$ cat src/hdl/kaem_pkg.sv
`timescale 1ns / 1ps
package kaem_pkg;

  localparam int CODE_W        = 9;
  localparam int CODE_SPACE    = 512;
  localparam int REG_W         = 36;
  localparam int REG_COUNT     = 8;
  localparam int REG_IDX_W     = 3;
  localparam int SLOTS_PER_REG = 4;
  localparam int FLAG_W        = 8;

  localparam logic [1:0] REQ_KEY     = 2'd0;
  localparam logic [1:0] REQ_CONSUME = 2'd1;

  localparam logic [1:0] KEY_UP     = 2'd0;
  localparam logic [1:0] KEY_REPEAT = 2'd2;

  typedef struct packed {
    logic [1:0]        req_type;
    logic [CODE_W-1:0] key_code;
    logic [1:0]        key_value;
    logic              first_press;
    logic [FLAG_W-1:0] clear_pressed_mask;
    logic [FLAG_W-1:0] clear_released_mask;
  } kaem_req_t;

  typedef struct packed {
    logic [FLAG_W-1:0] held_flags;
    logic [FLAG_W-1:0] pressed_flags;
    logic [FLAG_W-1:0] released_flags;
  } kaem_rsp_t;

  typedef enum logic [2:0] {
    ST_CLEAR,
    ST_IDLE,
    ST_DECODE,
    ST_PREV,
    ST_WALK,
    ST_DRAIN,
    ST_UPDATE,
    ST_RESP
  } kaem_state_e;

  typedef struct packed {
    logic clear;
    logic load;
    logic decode;
    logic repeat_set;
    logic rmw;
    logic walk_init;
    logic issue;
    logic update;
    logic respond;
  } kaem_cmd_t;

  typedef struct packed {
    logic clear_last;
    logic is_key;
    logic is_repeat;
    logic walk_last;
  } kaem_sts_t;

endpackage

$ cat src/hdl/kaem_ctrl.sv
`timescale 1ns / 1ps
module kaem_ctrl (
  input  logic              clk_i,
  input  logic              rst_ni,
  input  logic              start,
  output logic              busy,
  output logic              done_o,
  input  kaem_pkg::kaem_sts_t sts_i,
  output kaem_pkg::kaem_cmd_t cmd_o
);
  import kaem_pkg::*;

  kaem_state_e state_q, state_d;

  always_ff @(posedge clk_i or negedge rst_ni) begin
    if (!rst_ni) begin
      state_q <= ST_CLEAR;
    end else begin
      state_q <= state_d;
    end
  end

  always_comb begin
    state_d = state_q;
    cmd_o   = '0;
    busy    = 1'b1;
    done_o  = 1'b0;
    case (state_q)
      ST_CLEAR: begin
        cmd_o.clear = 1'b1;
        if (sts_i.clear_last) state_d = ST_IDLE;
      end
      ST_IDLE: begin
        busy = 1'b0;
        if (start) begin
          cmd_o.load = 1'b1;
          state_d    = ST_DECODE;
        end
      end
      ST_DECODE: begin
        cmd_o.decode = 1'b1;
        if (!sts_i.is_key) begin
          state_d = ST_RESP;
        end else if (sts_i.is_repeat) begin
          cmd_o.repeat_set = 1'b1;
          state_d          = ST_RESP;
        end else begin
          cmd_o.rmw = 1'b1;
          state_d   = ST_PREV;
        end
      end
      ST_PREV: begin
        cmd_o.walk_init = 1'b1;
        state_d         = ST_WALK;
      end
      ST_WALK: begin
        cmd_o.issue = 1'b1;
        if (sts_i.walk_last) state_d = ST_DRAIN;
      end
      ST_DRAIN: begin
        state_d = ST_UPDATE;
      end
      ST_UPDATE: begin
        cmd_o.update = 1'b1;
        state_d      = ST_RESP;
      end
      ST_RESP: begin
        done_o        = 1'b1;
        cmd_o.respond = 1'b1;
        state_d       = ST_IDLE;
      end
      default: begin
        state_d = ST_IDLE;
      end
    endcase
  end

endmodule

$ cat src/hdl/kaem_dp.sv
`timescale 1ns / 1ps
module kaem_dp #(
  parameter int ACTIONS         = 8,
  parameter int KEYS_PER_ACTION = 4,
  parameter int KEY_CODES       = 512
) (
  input  logic                            clk_i,
  input  logic                            rst_ni,
  input  kaem_pkg::kaem_req_t             req_i,
  input  logic                            cfg_we_i,
  input  logic [kaem_pkg::REG_IDX_W-1:0]  cfg_index_i,
  input  logic [kaem_pkg::REG_W-1:0]      cfg_data_i,
  input  kaem_pkg::kaem_cmd_t             cmd_i,
  output kaem_pkg::kaem_sts_t             sts_o,
  output kaem_pkg::kaem_rsp_t             result_o
);
  import kaem_pkg::*;

  localparam int MEM_DEPTH = (KEY_CODES < CODE_SPACE) ? KEY_CODES : CODE_SPACE;
  localparam int MAW       = $clog2(MEM_DEPTH);
  localparam int AW        = (ACTIONS > 1) ? $clog2(ACTIONS) : 1;
  localparam int SW        = (KEYS_PER_ACTION > 1) ? $clog2(KEYS_PER_ACTION) : 1;

  logic [REG_W-1:0]  cfg_q [REG_COUNT];
  kaem_req_t         item_q;
  logic [FLAG_W-1:0] held_q, pressed_q, released_q;
  logic [FLAG_W-1:0] bound_q, any_q;
  logic              prev_q;
  logic [AW-1:0]     act_q;
  logic [SW-1:0]     slot_q;
  logic [MAW-1:0]    clr_q;
  logic              rd_vld_q, rd_ok_q;
  logic [AW-1:0]     rd_act_q;

  logic              mem_q [MEM_DEPTH];
  logic              rdata_q;

  logic [FLAG_W-1:0] bound_c;
  logic              code_ok, down, rising, falling;
  logic [REG_W-1:0]  reg_sel;
  logic [CODE_W-1:0] walk_code;
  logic              walk_ok;
  logic              we;
  logic [MAW-1:0]    waddr, raddr;
  logic              wdata;

  assign code_ok = (item_q.key_code != '0) && (32'(item_q.key_code) < KEY_CODES);
  assign down    = item_q.key_value != KEY_UP;
  assign rising  = down && !prev_q;
  assign falling = !down && prev_q;

  always_comb begin
    bound_c = '0;
    for (int i = 0; i < FLAG_W; i++) begin
      for (int k = 0; k < KEYS_PER_ACTION; k++) begin
        if (i < ACTIONS && k < SLOTS_PER_REG) begin
          if (cfg_q[i][k*CODE_W +: CODE_W] != '0 &&
              cfg_q[i][k*CODE_W +: CODE_W] == item_q.key_code) begin
            bound_c[i] = 1'b1;
          end
        end
      end
    end
  end

  assign reg_sel   = cfg_q[REG_IDX_W'(act_q)];
  assign walk_code = (32'(slot_q) < SLOTS_PER_REG) ? reg_sel[2'(slot_q)*CODE_W +: CODE_W] : '0;
  assign walk_ok   = (walk_code != '0) && (32'(walk_code) < KEY_CODES);

  always_comb begin
    we    = 1'b0;
    waddr = MAW'(item_q.key_code);
    wdata = 1'b0;
    raddr = MAW'(walk_code);
    if (cmd_i.clear) begin
      we    = 1'b1;
      waddr = clr_q;
    end else if (cmd_i.repeat_set) begin
      we    = 1'b1;
      wdata = 1'b1;
    end else if (cmd_i.rmw) begin
      we    = 1'b1;
      wdata = down;
      raddr = MAW'(item_q.key_code);
    end
  end

  always_ff @(posedge clk_i) begin
    if (we) mem_q[waddr] <= wdata;
    rdata_q <= mem_q[raddr];
  end

  always_ff @(posedge clk_i) begin
    if (cmd_i.load) item_q <= req_i;
    if (cmd_i.decode) bound_q <= bound_c;
    if (cmd_i.walk_init) prev_q <= rdata_q;
    rd_act_q <= act_q;
    rd_ok_q  <= walk_ok && bound_q[act_q];
  end

  always_ff @(posedge clk_i or negedge rst_ni) begin
    if (!rst_ni) begin
      for (int r = 0; r < REG_COUNT; r++) cfg_q[r] <= '0;
      held_q     <= '0;
      pressed_q  <= '0;
      released_q <= '0;
      any_q      <= '0;
      act_q      <= '0;
      slot_q     <= '0;
      clr_q      <= '0;
      rd_vld_q   <= 1'b0;
    end else begin
      if (cfg_we_i) cfg_q[cfg_index_i] <= cfg_data_i;
      if (cmd_i.clear) clr_q <= clr_q + 1'b1;
      rd_vld_q <= cmd_i.issue;
      if (cmd_i.walk_init) begin
        any_q  <= '0;
        act_q  <= '0;
        slot_q <= '0;
      end else if (cmd_i.issue) begin
        if (32'(slot_q) == KEYS_PER_ACTION - 1) begin
          slot_q <= '0;
          act_q  <= act_q + 1'b1;
        end else begin
          slot_q <= slot_q + 1'b1;
        end
      end
      if (rd_vld_q && rd_ok_q && rdata_q) any_q[rd_act_q] <= 1'b1;
      if (cmd_i.repeat_set) held_q <= held_q | bound_c;
      if (cmd_i.update) begin
        held_q     <= (held_q & ~bound_q) | (any_q & bound_q);
        pressed_q  <= pressed_q | (bound_q & any_q &
                      (({FLAG_W{rising}} & ~held_q) | {FLAG_W{item_q.first_press && down}}));
        released_q <= released_q | (bound_q & ~any_q & held_q & {FLAG_W{falling}});
      end
      if (cmd_i.respond && item_q.req_type == REQ_CONSUME) begin
        pressed_q  <= pressed_q & ~item_q.clear_pressed_mask;
        released_q <= released_q & ~item_q.clear_released_mask;
      end
    end
  end

  assign sts_o.clear_last = clr_q == MAW'(MEM_DEPTH - 1);
  assign sts_o.is_key     = (item_q.req_type == REQ_KEY) && code_ok;
  assign sts_o.is_repeat  = item_q.key_value == KEY_REPEAT;
  assign sts_o.walk_last  = (32'(act_q) == ACTIONS - 1) && (32'(slot_q) == KEYS_PER_ACTION - 1);

  assign result_o.held_flags     = held_q;
  assign result_o.pressed_flags  = pressed_q;
  assign result_o.released_flags = released_q;

endmodule

$ cat src/hdl/key_action_edge_mapper.sv
`timescale 1ns / 1ps
// Channel   Direction  Ports                                        Beat
// request   in         start, busy, req_i                           start && !busy
// config    in         cfg_valid_i, cfg_ready_o, cfg_index_i,       cfg_valid_i && cfg_ready_o
//                      cfg_data_i
// result    out        done_o, result_o                             done_o, one cycle
//
// Up and down key events with a nonzero key code below KEY_CODES run a walk that reads
// one key slot a cycle from the key-down memory (one write port, one read port).
// Repeat events, other key events and consume requests skip the walk.
// After reset a clearing pass zeroes all min(KEY_CODES,512) entries (512 at defaults) of the
// key-down memory; busy stays high meanwhile and config writes are still taken.
// The result is shown for one cycle under done_o; the receiver cannot stall it.
module key_action_edge_mapper #(
  parameter int ACTIONS         = 8,
  parameter int KEYS_PER_ACTION = 4,
  parameter int KEY_CODES       = 512
) (
  input  logic                           clk_i,
  input  logic                           rst_ni,
  input  logic                           start,
  output logic                           busy,
  input  kaem_pkg::kaem_req_t            req_i,
  output logic                           done_o,
  output kaem_pkg::kaem_rsp_t            result_o,
  input  logic                           cfg_valid_i,
  output logic                           cfg_ready_o,
  input  logic [kaem_pkg::REG_IDX_W-1:0] cfg_index_i,
  input  logic [kaem_pkg::REG_W-1:0]     cfg_data_i
);
  import kaem_pkg::*;

  kaem_cmd_t cmd;
  kaem_sts_t sts;

  assign cfg_ready_o = 1'b1;

  kaem_ctrl u_ctrl (
    .clk_i  (clk_i),
    .rst_ni (rst_ni),
    .start  (start),
    .busy   (busy),
    .done_o (done_o),
    .sts_i  (sts),
    .cmd_o  (cmd)
  );

  kaem_dp #(
    .ACTIONS         (ACTIONS),
    .KEYS_PER_ACTION (KEYS_PER_ACTION),
    .KEY_CODES       (KEY_CODES)
  ) u_dp (
    .clk_i       (clk_i),
    .rst_ni      (rst_ni),
    .req_i       (req_i),
    .cfg_we_i    (cfg_valid_i && cfg_ready_o),
    .cfg_index_i (cfg_index_i),
    .cfg_data_i  (cfg_data_i),
    .cmd_i       (cmd),
    .sts_o       (sts),
    .result_o    (result_o)
  );

endmodule
$ cat config.mk
export PLATFORM = sky130hd
export DESIGN_NAME = key_action_edge_mapper
export DESIGN_NICKNAME = d
export VERILOG_FILES = /design/src/hdl/kaem_pkg.sv /design/src/hdl/kaem_ctrl.sv /design/src/hdl/kaem_dp.sv /design/src/hdl/key_action_edge_mapper.sv
export SDC_FILE = /design/constraint.sdc
export NUM_CORES = 2
export LEC_CHECK = 0
export CAP_MARGIN = 10
export CORE_UTILIZATION = 30
export DETAILED_ROUTE_END_ITERATION = 16
export DONT_BUFFER_PORTS = 1
export PLACE_DENSITY = 0.53
export SLEW_MARGIN = 20
export SYNTH_ARGS = -nofsm -noshare
export SYNTH_HDL_FRONTEND = slang
export SYNTH_SLANG_ARGS = --single-unit
$ cat constraint.sdc
create_clock -name clk_i -period 46.3 [get_ports clk_i]
set_clock_uncertainty 0.05 [all_clocks]
set_input_delay 2.315 -clock clk_i [delete_from_list [all_inputs] [get_ports clk_i]]
set_output_delay 2.315 -clock clk_i [all_outputs]
set_load 0.1 [all_outputs]
==> impl_metrics.yaml <==
grt:
  grt_pass1_vias: 29730
  track_usage_pct: 18.78
  use_met3_pct: 3.730
  grt-ovfl-total: 0
  grt_max_degree: 339
  grt_util_met2_pct: 29.90
  busiest_layer: "met2"
  grt_pass1_wl_um: 206200
  use_met1_pct: 25.35
  antenna_found_initial: 10
cells_and_area:
  final_cell_mix: "584 x nor2_1, 551 x edfxtp_1, 419 x nand2_1, 336 x dfrtp_1, 292 x mux2_2"
  fin_nets: 3729
  drive_gt1_share_pct: 16.42
  layout.cells.most_common: "nor2_1"
  fillers: 14480
  syn2layout_area_growth_pct: 11.39
timing:
  slew_violations: 0
  setup_viol: 0
  holdWs_ns: 0.4479
  slew_headroom_pct: 18.03
  hold_violations: 0
  finalSetupTns_ns: 0
  worst_pin_slew_ns: 1.218
  period_share_pct: 15.41
  timing.fmax_ghz: 0.1401
  rsz0062_at_grt: "no"
  fin_crit_ns: 7.137
worst_setup_path:
  startpoint_type: "flop"
  r2r-start: "u_dp.act_q[1]$_DFFE_PN0P_"
  end_kind: "flop"
  required_ns: 46.85
  critical_path_class: "flop to flop"
  cp-startpoint: "u_dp.act_q[1]$_DFFE_PN0P_"
  arrival_ns: 7.69
  worstPathMaxFanout: 138
clock_network:
  ctsRootBufferMaster: "clkbuf_16"
  clk_path_buf_depth: 3
  clk_latency_ns: 0.74
  path_clk_slew_ns: 0.07
  postCtsSetupBuffers: 0
  cts_made_buffers: 95
  cts_sinks: 894
  htree_levels: 3
  cts_hold_buf: 0
  cts_tree: "yes"
  post_cts_resize_count: 0
pwr:
  total_leakage_power_nw: 16.71
  ir_worst_vdd_v: 0.00008562
  p_per_area_nw_per_um2: 56.35
synth:
  synthCells: 3754
  synth_flop_cell: "edfxtp_1"
  synth_edf_count: 551
  postSynth.asyncResetShare_pct: 37.81
  synth_warnings: 0
  synthDistinctLibCells: 73
  synth.largest_area_cell: "edfxtp_1"
  avgSynthCellArea_um2: 11.70
  synth_top_area_share_pct: 37.67
  syn-num-nets: 3836
  synthTopCellsByArea: "edfxtp_1 38%, dfrtp_1 19%, mux2_2 7.5%, nor2_1 5.0%, xnor2_1 4.8%"
  synth-seq-cells: 894
  synth.cell_area_um2: 43930
  ys_seq_area_share_pct: 57.15
detailed_routing:
  viasPerCell: 5.382
  drc: 0
  wl_per_cell_um: 24.82
  route.antenna.remaining_nets: 0
  initialDrtViolationCount: 2961
  num_vias: 30410
  totalWireLength_um: 140200
  firstDrtPassIters: 5
min_path:
  hp-start: "u_dp.item_q[9]$_DFFE_PP_"
  hp-class: "flop to flop"
floorplanning:
  core_um2: 145600
  start_util_pct: 30.18
  die-area_um2: 148000
  die_x_um: 384.7
  die_y_um: 384.7
  ios: 100
  rows: 140
outcome:
  outcome: "completed"
place:
  gp_congestion: 0.8491
  dpl.hpwl_um: 83350
  io_buffer_count: 0
job:
  drv_cap: 0
==> path summary, 6_finish.rpt <==
check | cells after the start | endpoint | slack, ns
min | 3 | u_dp.pressed_q[1]$_DFFE_PN0P_ | 0.45
max | 13 | u_dp.rdata_q$_DFF_P_ | 39.16
max reg2reg | 13 | u_dp.rdata_q$_DFF_P_ | 39.16
min in group asynchronous | 0 | u_dp.cfg_q[269]$_DFFE_PN0P_ | 1.24
max in group asynchronous | 0 | async pin | 44.60
min reg2reg | 3 | u_dp.pressed_q[1]$_DFFE_PN0P_ | 0.45
==> cell type report <==
type / instances / area [um2] / area share (%)
diodes: 6 / 15.01 / 0.03069
clock buffers: 128 / 2708 / 5.534
clock inverters: 49 / 426.7 / 0.8720
inverters: 17 / 63.81 / 0.1304
multi-input cells: 2578 / 17710 / 36.19
flip-flops and latches: 894 / 25110 / 51.32
well taps: 1917 / 2399 / 4.902
repair buffers: 61 / 499.2 / 1.020
==> through the flow <==
| step | std cells | total power, W | worst slack, ns | utilization [%] | area (um2) |
|---|---|---|---|---|---|
| 5_1_grt | 5646 | 0.002869 | 38.99 | 33.61 | 48920 |
| 4_1_cts | 5644 | 0.002764 | 39.25 | 33.60 | 48910 |
| 6_report | 5650 | 0.002757 | 39.16 | 33.61 | 48930 |
| 2_1_floorplan | 3754 | 0.001684 | 21.88 | - | 43930 |
| 3_3_place_gp | 5467 | 0.001980 | 39.36 | 31.44 | 45770 |
| 3_5_place_dp | 5467 | 0.001987 | 39.28 | 31.44 | 45770 |
==> cells in the mapped netlist (15+ instances only) <==
cell type,instances
a211oi_1,18
a21oi_1,106
a22oi_1,32
a31oi_1,17
a32oi_1,17
and3_1,19
buf_1,28
buf_2,51
buf_6,15
clkbuf_1,157
dfrtp_1,338
edfxtp_1,551
inv_1,17
mux2_2,292
mux2i_1,165
mux4_2,68
nand2_1,427
nand2b_1,15
nand3_1,112
nand4_1,59
nor2_1,585
nor2b_1,33
nor3_1,35
nor4_1,90
o21ai_0,43
o221ai_1,15
o22ai_1,15
o31ai_1,18
xnor2_1,242
xor2_1,21
==> where the power goes <==
| group | leakage [nW] | internal (W) | switching (W) | total (W) |
|---|---|---|---|---|
| sequential | 9.39 | 0.000929 | 0.000158 | 0.00109 |
| combinational | 5.78 | 0.000320 | 0.000573 | 0.000894 |
| clock | 1.53 | 0.000431 | 0.000346 | 0.000777 |
| total | 16.7 | 0.00168 | 0.00108 | 0.00276 |
==> routing by layer <==
| metal | vias to the layer above | wire (um) |
|---|---|---|
| met5 | - | 38 |
| met4 | 6 | 4537 |
| met3 | 244 | 9732 |
| met2 | 1017 | 65010 |
| met1 | 15770 | 60920 |
| li1 | 13370 | - |
==> worst max-delay path, cell delays in order, from the launching register on <==
cell and delay, ns:
dfrtp_4 1.06, buf_4 0.69, mux2i_1 0.29, a22oi_1 0.11, nand3_1 0.17, and4_1 0.35
a21o_4 0.68, buf_12 0.56, buf_4 0.77, mux4_2 0.60, a2111oi_0 0.52, o31a_1 0.20
nor4b_1 0.05, or4_1 0.55
==> state kept, by name, indices dropped and copies added (netlist names), 2 cells and up, named ones only <==
register and cells:
u_dp.item_q 30, u_dp.clr_q 9, u_dp.rd_act_q 3, u_dp.slot_q 2, u_dp.any_q 8, u_dp.cfg_q 288
u_dp.bound_q 8, u_ctrl.state_q 3, u_dp.act_q 3, u_dp.mem_q 512, u_dp.released_q 8, u_dp.pressed_q 8
==> cells by family after synthesis <==
logic type	synth area share (%)
AO/OA/AOI/OAI	5.555
XOR/XNOR	5.244
adder cells (fa/ha/maj)	0.2564
buffers and inverters	2.931
flip-flops	57.15
multiplexers	14.77
other	0.008537
AND/OR/NAND/NOR	14.09
Power figures use the tool's default switching activity.
